**src/rtl/sorted_trimmed_mean_filter_core_defines.svh**
```systemverilog
// ----------------------------------------------------------------------------
// Sorted trimmed mean filter - assertion macros
// Concurrent check wrappers, compiled out for synthesis.
// ----------------------------------------------------------------------------
`ifndef SORTED_TRIMMED_MEAN_FILTER_CORE_DEFINES_SVH
`define SORTED_TRIMMED_MEAN_FILTER_CORE_DEFINES_SVH

`ifndef SYNTHESIS
`define STMF_ASSERT(label, clk, rst_n, prop, msg) \
  label: assert property (@(posedge clk) disable iff (!rst_n) prop) else $error(msg);
`define STMF_ASSERT_NEVER(label, clk, rst_n, cond, msg) \
  label: assert property (@(posedge clk) disable iff (!rst_n) !(cond)) else $error(msg);
`else
`define STMF_ASSERT(label, clk, rst_n, prop, msg)
`define STMF_ASSERT_NEVER(label, clk, rst_n, cond, msg)
`endif

`endif

```
**src/rtl/stmf_pkg.sv**
```systemverilog
// ----------------------------------------------------------------------------
// Sorted trimmed mean filter - package
// Sizes, list constants and sequencer states.
// ----------------------------------------------------------------------------
`default_nettype none

package stmf_pkg;

  localparam int unsigned CHANNELS = 4;
  localparam int unsigned LIST_LEN = 6;
  localparam int unsigned KEEP_LEN = 2;
  localparam int unsigned MID_HI   = 3;

  localparam int unsigned CH_W   = 2;
  localparam int unsigned SMP_W  = 16;
  localparam int unsigned CNT_W  = 3;
  localparam int unsigned POS_W  = 3;
  localparam int unsigned DEPTH  = CHANNELS * LIST_LEN;
  localparam int unsigned AW     = (DEPTH > 1) ? $clog2(DEPTH) : 1;
  localparam int unsigned CIDX_W = (CHANNELS > 1) ? $clog2(CHANNELS) : 1;

  localparam logic [CNT_W-1:0] CNT_KEEP = CNT_W'(KEEP_LEN);
  localparam logic [CNT_W-1:0] CNT_LAST = CNT_W'(LIST_LEN - 1);
  localparam logic [CNT_W-1:0] CNT_FULL = CNT_W'(LIST_LEN);

  typedef enum logic [3:0] {
    ST_IDLE,
    ST_RD,
    ST_CMP,
    ST_PLACE,
    ST_MID_A,
    ST_MID_B,
    ST_MID_C,
    ST_MID_D,
    ST_DONE
  } state_e;

endpackage

`default_nettype wire

```
**src/rtl/sorted_trimmed_mean_filter_core.sv**
```systemverilog
// ----------------------------------------------------------------------------
// Sorted trimmed mean filter core
// Per-channel insertion sort of samples; every fourth sample of a channel
// sets the held output to the mean of the two middle list values.
// ----------------------------------------------------------------------------
// Usage:
//   Slave stream: tuser = channel, tdata = 16-bit unsigned sample.
//   Master stream: one result per request; tdata = held filtered value,
//   tuser = {updated, channel}.
//   The six-entry lists of all channels sit in one 1R1W synchronous RAM.
//   Insertion walks down the list one entry per cycle (read of the next
//   entry overlaps the shift write). A request that closes a batch also
//   reads the middle pair from the RAM and writes it back as the first
//   two entries of the list.
//   One request is in work at a time; the next one is taken as soon as the
//   result sits in the output register, even if the receiver stalls.
//   A stalled receiver holds the result; the core then waits in its final
//   step until the output register frees.
//   Reset empties all lists (entries read as zero via per-entry valid bits),
//   sets each channel's fill count to two and its held value to zero. No
//   clearing pass is needed.
// ----------------------------------------------------------------------------
`default_nettype none

`include "sorted_trimmed_mean_filter_core_defines.svh"

module sorted_trimmed_mean_filter_core (
  input  wire                        clk_i,
  input  wire                        rst_ni,
  input  wire                        s_axis_tvalid,
  output logic                       s_axis_tready,
  input  wire  [stmf_pkg::SMP_W-1:0] s_axis_tdata,   // [15:0] sample
  input  wire  [stmf_pkg::CH_W-1:0]  s_axis_tuser,   // [1:0] channel
  output logic                       m_axis_tvalid,
  input  wire                        m_axis_tready,
  output logic [stmf_pkg::SMP_W-1:0] m_axis_tdata,   // [15:0] filtered
  output logic [stmf_pkg::CH_W:0]    m_axis_tuser    // [1:0] out_channel, [2] updated
);
  import stmf_pkg::*;

  state_e state_q, state_d;

  logic [CH_W-1:0]  ch_q;
  logic             ch_ok_q;
  logic [SMP_W-1:0] smp_q;
  logic [AW-1:0]    base_q;
  logic [POS_W-1:0] pos_q, pos_d;
  logic [CNT_W-1:0] cnt_q;
  logic [SMP_W-1:0] lo_q, hi_q;
  logic             upd_q;

  logic [CNT_W-1:0] fill_q [CHANNELS];
  logic [SMP_W-1:0] held_q [CHANNELS];

  logic [SMP_W-1:0] mem_q [DEPTH];
  logic [DEPTH-1:0] vld_q;
  logic [SMP_W-1:0] rd_data_q;
  logic             rd_vld_q;

  logic             mem_we, mem_re;
  logic [AW-1:0]    mem_waddr, mem_raddr;
  logic [SMP_W-1:0] mem_wdata;
  logic             fill_we, held_we, lo_we, hi_we, upd_set, out_load;

  logic             in_acc;
  logic [CIDX_W-1:0] in_idx, ch_idx;
  logic [CNT_W-1:0] fill_rd, cnt_in;
  logic             ch_ok_in;
  logic [SMP_W-1:0] rdat;
  logic             lt;
  logic             batch;
  logic [SMP_W:0]   sum;

  assign in_acc   = s_axis_tvalid && s_axis_tready;
  assign in_idx   = CIDX_W'(s_axis_tuser);
  assign ch_idx   = CIDX_W'(ch_q);
  assign ch_ok_in = 32'(s_axis_tuser) < CHANNELS;
  assign fill_rd  = fill_q[in_idx];
  assign cnt_in   = (fill_rd < CNT_KEEP || fill_rd >= CNT_FULL) ? CNT_KEEP : fill_rd;
  assign rdat     = rd_vld_q ? rd_data_q : '0;
  assign lt       = smp_q < rdat;
  assign batch    = cnt_q == CNT_LAST;
  assign sum      = {1'b0, lo_q} + {1'b0, rdat};

  // next state
  always_comb begin
    state_d = state_q;
    unique case (state_q)
      ST_IDLE: begin
        if (s_axis_tvalid) begin
          state_d = ch_ok_in ? ST_RD : ST_DONE;
        end
      end
      ST_RD:    state_d = ST_CMP;
      ST_CMP: begin
        if (lt) begin
          if (pos_q == POS_W'(1)) begin
            state_d = ST_PLACE;
          end
        end else begin
          state_d = batch ? ST_MID_A : ST_DONE;
        end
      end
      ST_PLACE: state_d = batch ? ST_MID_A : ST_DONE;
      ST_MID_A: state_d = ST_MID_B;
      ST_MID_B: state_d = ST_MID_C;
      ST_MID_C: state_d = ST_MID_D;
      ST_MID_D: state_d = ST_DONE;
      ST_DONE: begin
        if (!m_axis_tvalid || m_axis_tready) begin
          state_d = ST_IDLE;
        end
      end
      default:  state_d = ST_IDLE;
    endcase
  end

  // datapath controls
  always_comb begin
    s_axis_tready = 1'b0;
    mem_we    = 1'b0;
    mem_re    = 1'b0;
    mem_waddr = base_q + AW'(pos_q);
    mem_wdata = smp_q;
    mem_raddr = base_q + AW'(pos_q - POS_W'(1));
    pos_d     = pos_q;
    fill_we   = 1'b0;
    held_we   = 1'b0;
    lo_we     = 1'b0;
    hi_we     = 1'b0;
    upd_set   = 1'b0;
    out_load  = 1'b0;
    unique case (state_q)
      ST_IDLE: begin
        s_axis_tready = 1'b1;
      end
      ST_RD: begin
        mem_re = 1'b1;
      end
      ST_CMP: begin
        mem_we = 1'b1;
        if (lt) begin
          mem_wdata = rdat;
          pos_d     = pos_q - POS_W'(1);
          if (pos_q != POS_W'(1)) begin
            mem_re    = 1'b1;
            mem_raddr = base_q + AW'(pos_q - POS_W'(2));
          end
        end else begin
          fill_we = 1'b1;
        end
      end
      ST_PLACE: begin
        mem_we    = 1'b1;
        mem_waddr = base_q;
        fill_we   = 1'b1;
      end
      ST_MID_A: begin
        mem_re    = 1'b1;
        mem_raddr = base_q + AW'(KEEP_LEN);
      end
      ST_MID_B: begin
        mem_re    = 1'b1;
        mem_raddr = base_q + AW'(MID_HI);
        lo_we     = 1'b1;
      end
      ST_MID_C: begin
        mem_we    = 1'b1;
        mem_waddr = base_q;
        mem_wdata = lo_q;
        hi_we     = 1'b1;
        held_we   = 1'b1;
      end
      ST_MID_D: begin
        mem_we    = 1'b1;
        mem_waddr = base_q + AW'(1);
        mem_wdata = hi_q;
        upd_set   = 1'b1;
      end
      ST_DONE: begin
        out_load = !m_axis_tvalid || m_axis_tready;
      end
      default: begin
        s_axis_tready = 1'b0;
      end
    endcase
  end

  always_ff @(posedge clk_i or negedge rst_ni) begin
    if (!rst_ni) begin
      state_q <= ST_IDLE;
      upd_q   <= 1'b0;
      ch_ok_q <= 1'b0;
    end else begin
      state_q <= state_d;
      if (in_acc) begin
        upd_q   <= 1'b0;
        ch_ok_q <= ch_ok_in;
      end else if (upd_set) begin
        upd_q <= 1'b1;
      end
    end
  end

  always_ff @(posedge clk_i) begin
    if (in_acc) begin
      ch_q   <= s_axis_tuser;
      smp_q  <= s_axis_tdata;
      base_q <= AW'(s_axis_tuser) * AW'(LIST_LEN);
      cnt_q  <= cnt_in;
      pos_q  <= POS_W'(cnt_in);
    end else begin
      pos_q <= pos_d;
    end
    if (lo_we) begin
      lo_q <= rdat;
    end
    if (hi_we) begin
      hi_q <= rdat;
    end
  end

  // per-channel fill counts and held outputs
  always_ff @(posedge clk_i or negedge rst_ni) begin
    if (!rst_ni) begin
      for (int i = 0; i < int'(CHANNELS); i++) begin
        fill_q[i] <= CNT_KEEP;
        held_q[i] <= '0;
      end
    end else begin
      if (fill_we) begin
        fill_q[ch_idx] <= batch ? CNT_KEEP : cnt_q + CNT_W'(1);
      end
      if (held_we) begin
        held_q[ch_idx] <= sum[SMP_W:1];
      end
    end
  end

  // list RAM
  always_ff @(posedge clk_i) begin
    if (mem_we) begin
      mem_q[mem_waddr] <= mem_wdata;
    end
    if (mem_re) begin
      rd_data_q <= mem_q[mem_raddr];
    end
  end

  always_ff @(posedge clk_i or negedge rst_ni) begin
    if (!rst_ni) begin
      vld_q    <= '0;
      rd_vld_q <= 1'b0;
    end else begin
      if (mem_we) begin
        vld_q[mem_waddr] <= 1'b1;
      end
      if (mem_re) begin
        rd_vld_q <= vld_q[mem_raddr];
      end
    end
  end

  // output register
  always_ff @(posedge clk_i or negedge rst_ni) begin
    if (!rst_ni) begin
      m_axis_tvalid <= 1'b0;
    end else if (out_load) begin
      m_axis_tvalid <= 1'b1;
    end else if (m_axis_tready) begin
      m_axis_tvalid <= 1'b0;
    end
  end

  always_ff @(posedge clk_i) begin
    if (out_load) begin
      m_axis_tdata <= ch_ok_q ? held_q[ch_idx] : '0;
      m_axis_tuser <= {upd_q, ch_q};
    end
  end

  `STMF_ASSERT_NEVER(a_rw_same_entry, clk_i, rst_ni, mem_we && mem_re && (mem_waddr == mem_raddr), "list RAM read and write hit the same entry")
  `STMF_ASSERT(a_pos_range, clk_i, rst_ni, (state_q == ST_CMP) |-> (pos_q >= POS_W'(1) && pos_q <= POS_W'(cnt_q)), "insertion position out of range")
  `STMF_ASSERT(a_fill_range, clk_i, rst_ni, in_acc |-> (fill_rd >= CNT_KEEP && fill_rd < CNT_FULL), "fill count out of range")
  `STMF_ASSERT(a_upd_batch, clk_i, rst_ni, (out_load && upd_q) |-> batch, "update flagged without a full batch")

endmodule

`default_nettype wire
```
**config.mk**
```make
export PLATFORM = sky130hd
export DESIGN_NAME = sorted_trimmed_mean_filter_core
export DESIGN_NICKNAME = d
export VERILOG_FILES = /design/src/rtl/stmf_pkg.sv /design/src/rtl/sorted_trimmed_mean_filter_core.sv
export VERILOG_INCLUDE_DIRS = /design/src /design/src/rtl
export SDC_FILE = /design/constraint.sdc
export NUM_CORES = 1
export LEC_CHECK = 0
export BUFFER_PORTS_ARGS = -buffer_cell sky130_fd_sc_hd__buf_2
export CAP_MARGIN = 40
export CORE_MARGIN = 8
export CORE_UTILIZATION = 35
export DETAILED_ROUTE_END_ITERATION = 12
export SETUP_SLACK_MARGIN = 0.05
export SKIP_CTS_REPAIR_TIMING = 1
export SLEW_MARGIN = 30
export SYNTH_ARGS = -nofsm -noshare
export SYNTH_HDL_FRONTEND = slang
export SYNTH_SLANG_ARGS = --single-unit
```
**constraint.sdc**
```tcl
create_clock -name clk_i -period 3.5 [get_ports clk_i]
set_input_delay 0.35 -clock clk_i [delete_from_list [all_inputs] [get_ports clk_i]]
set_output_delay 0.35 -clock clk_i [all_outputs]
set_load 0.1 [all_outputs]
```
==> impl_metrics.csv <==
group,metric,value,unit
die,die_h,284,um
die,die_area,80600,sq um
worst_setup_path,path_max_fanout,8,
finish,multi_input_area,8330,sq um
timing,setup_viol,17,
timing,slew_headroom,49.0,%
routing,wl_met2,32600,um
logic_synthesis,synth-edff-count,478,
logic_synthesis,synthArstFlopShare,18.4,%
global_route,grt_start_max_net_pins,57,
die,num_io_pins,43,
logic_synthesis,synth_top_cell_by_area,"edfxtp_1",
global_route,grt.overflow.total,0,
cts,clkLatencyLatePin,0.64,ns
worst_setup_path,rrSetupSlack,-0.32,ns
finish,layout_commonest_cell,"nand2_1",
routing,drtAntennaViolNets,0,
finish,drive_gt1_share,28.2,%
logic_synthesis,ys.flop_type,"edfxtp_1",
die,die_w,284,um
timing,fin_skew,0.0380,ns
global_route,grt_usage,15.5,%
worst_setup_path,r2r-end,"rd_data_q[9]",
finish,diodes,0,
logic_synthesis,synth_cells,1968,
cts,cts-buffers-inserted,60,
cts,htree_levels,2,
global_route,grt_pass1_wl,99000,um
timing,tightest_slew,0.765,ns
worst_setup_path,crit_end,"rd_data_q[9]",
worst_hold_path,hold_class,"in2reg",
cts,cts_sinks,586,
logic_synthesis,synth-seq-area-share,67.9,%
timing,fmax,0.262,GHz
placed_design,dpl.hpwl,41400,um
finish,fin_area,31800,sq um
worst_setup_path,worstPathArrival,4.29,ns
placed_design,placed_area,28000,sq um
logic_synthesis,syn_area_per_cell,12.8,sq um
global_route,first_global_vias,16500,
timing,rsz0062_at_grt,"yes",
routing,wl_met3,5700,um
cts,cts.clk_slew.worst_paths,0.06,ns
routing,wire_per_inst,21.4,um
timing,finalCritPeriodShare,109,%
worst_setup_path,cp-end-kind,"flip-flop",
timing,worst_hold_slack,0.0637,ns
routing,drcViolationCount,0,
die,start_util,35.3,%
worst_setup_path,start_kind,"flip-flop",
finish,final_cell_mix,"490 x nand2_1, 478 x edfxtp_1, 177 x buf_4, 130 x nand3_1, 103 x dfrtp_1",
logic_synthesis,syn-num-nets,2043,
worst_setup_path,rr_worst_depth,19,
routing,num_vias,17000,
worst_setup_path,r2r_start,"rd_vld_q",
timing,period_needed,3.82,ns
logic_synthesis,synth.cell_area,25100,sq um
cts,cts_tree,"built",
die,num_rows,98,
routing,vias_per_cell,5.26,
global_route,antenna_found_initial,0,
routing,drt_wl_total,69300,um
routing,drt-met1-wl,28800,um
routing,first_iter_violations,1512,
finish,ff_latch_area,17100,sq um
job,cap_violations,0,
finish,fillers,6246,
routing,first_pass_iters,7,
logic_synthesis,synth_seq_cells,586,
logic_synthesis,ys_warn_count,0,
routing,top_layer_used,"met4",
placed_design,routabilityCongestion,0.899,
worst_setup_path,crit_start,"rd_vld_q",
timing,setup_slack,-0.317,ns
timing,slew_viol_final,0,
cts,clockBufferDepth,3,
timing,hold_viol_final,0,
outcome,violations,"negative setup slack",
worst_setup_path,worst-endpoint-required,3.97,ns
outcome,status,"finished, violations left",
logic_synthesis,synthTopCellsByArea,"edfxtp_1 57%, dfrtp_1 10%, nand2_1 7.7%",
placed_design,port_buffers,42,
cts,cts_root_buf,"clkbuf_16",
finish,area_growth,26.7,%
die,fp.coreArea,71200,sq um
finish,nNetsFinal,2313,
logic_synthesis,synth_top_area_share,57.1,%
worst_setup_path,critPathKind,"reg2reg",
logic_synthesis,synth.distinct_cells,65,
kinds of logic after synthesis:
kind of cell             count (synthesis)  synth area share [%]
AO/OA/AOI/OAI                          224                  6.70
XOR/XNOR                                23                 0.802
multiplexers                            81                  4.44
flip-flops                             586                  67.9
buffers and inverters                  143                  2.48
adder cells (fa/ha/maj)                 53                  2.76
AND/OR/NAND/NOR                        858                  14.9
worst min-delay path by stage:
stage,from,end,depth (start not counted)
2_1_floorplan,rst_ni,ch_ok_q,0
3_3_place_gp,rst_ni,fill_q[11],1
3_5_place_dp,vld_q[11],vld_q[11],1
4_1_cts,rst_ni,held_q[62],1
5_1_grt,s_axis_tuser[1],ch_idx[1],1
6_report,s_axis_tuser[1],ch_idx[1],1
registers in the layout (all words and copies together) (netlist names), 4 cells and up:
name,cells
vld_q,24
rd_data_q,16
fill_q,12
mem_q,384
hi_q,16
m_axis_tdata,16
smp_q,16
held_q,64
state_q,4
lo_q,16
synthesized netlist by cell type, drive strengths merged, types with 6 or more instances:
cell type / instances
nand2: 514
xnor2: 16
nor2: 62
a21o: 6
ha: 49
nand3: 141
a22oi: 16
a21oi: 28
clkbuf: 48
and3: 36
and2: 17
o211ai: 19
mux2i: 8
a211oi: 7
nor3: 27
nor2b: 8
mux2: 54
inv: 35
dfrtp: 104
a31oi: 6
mux4: 19
xor2: 7
or2: 28
a22o: 16
edfxtp: 478
a311oi: 65
nand2b: 11
o21ai: 35
buf: 59
through the flow:
stage / TNS, ns / cells / utilization (%) / worst slack, ns
detailed placement: -6.09 / 3049 / 39.2 / -0.646
CTS: -6.50 / 3161 / 42.0 / -0.685
finish: -3.64 / 3238 / 44.7 / -0.317
global placement: -6.10 / 3049 / 39.2 / -0.638
floorplan: 0 / 1968 / - / 0.0149
global route: -5.89 / 3238 / 44.7 / -0.440
area by class of cell:
| class | count | area share (%) |
|---|---|---|
| flip-flops and latches | 586 | 53.6 |
| inverters | 36 | 0.425 |
| multi-input cells | 1239 | 26.2 |
| clock inverters | 37 | 1.03 |
| well taps | 950 | 3.73 |
| clock buffers | 75 | 5.12 |
| repair buffers | 315 | 9.94 |
worst max-delay path, stage by stage, from the launching register on:
cell,delay (ns)
dfrtp_2,0.46
buf_6,0.16
nand2_4,0.07
ha_4,0.20
a21o_1,0.17
a221oi_2,0.29
o21ai_2,0.09
buf_4,0.16
a211oi_4,0.27
a21oi_4,0.11
a211oi_4,0.28
buf_6,0.20
buf_12,0.16
buf_4,0.13
buf_4,0.11
nand2_1,0.05
and3_1,0.19
a311oi_2,0.27
a311oi_2,0.10
nor3_4,0.20
metal layers:
layer,global-route usage [%],vias up
met1,21.5,8510
met5,0,-
met2,24.5,669
li1,-,7714
met3,3.17,138
met4,4.70,0
Power is not shown: default switching activity piles up to over one toggle a cycle in this logic, so the estimate is an artifact.
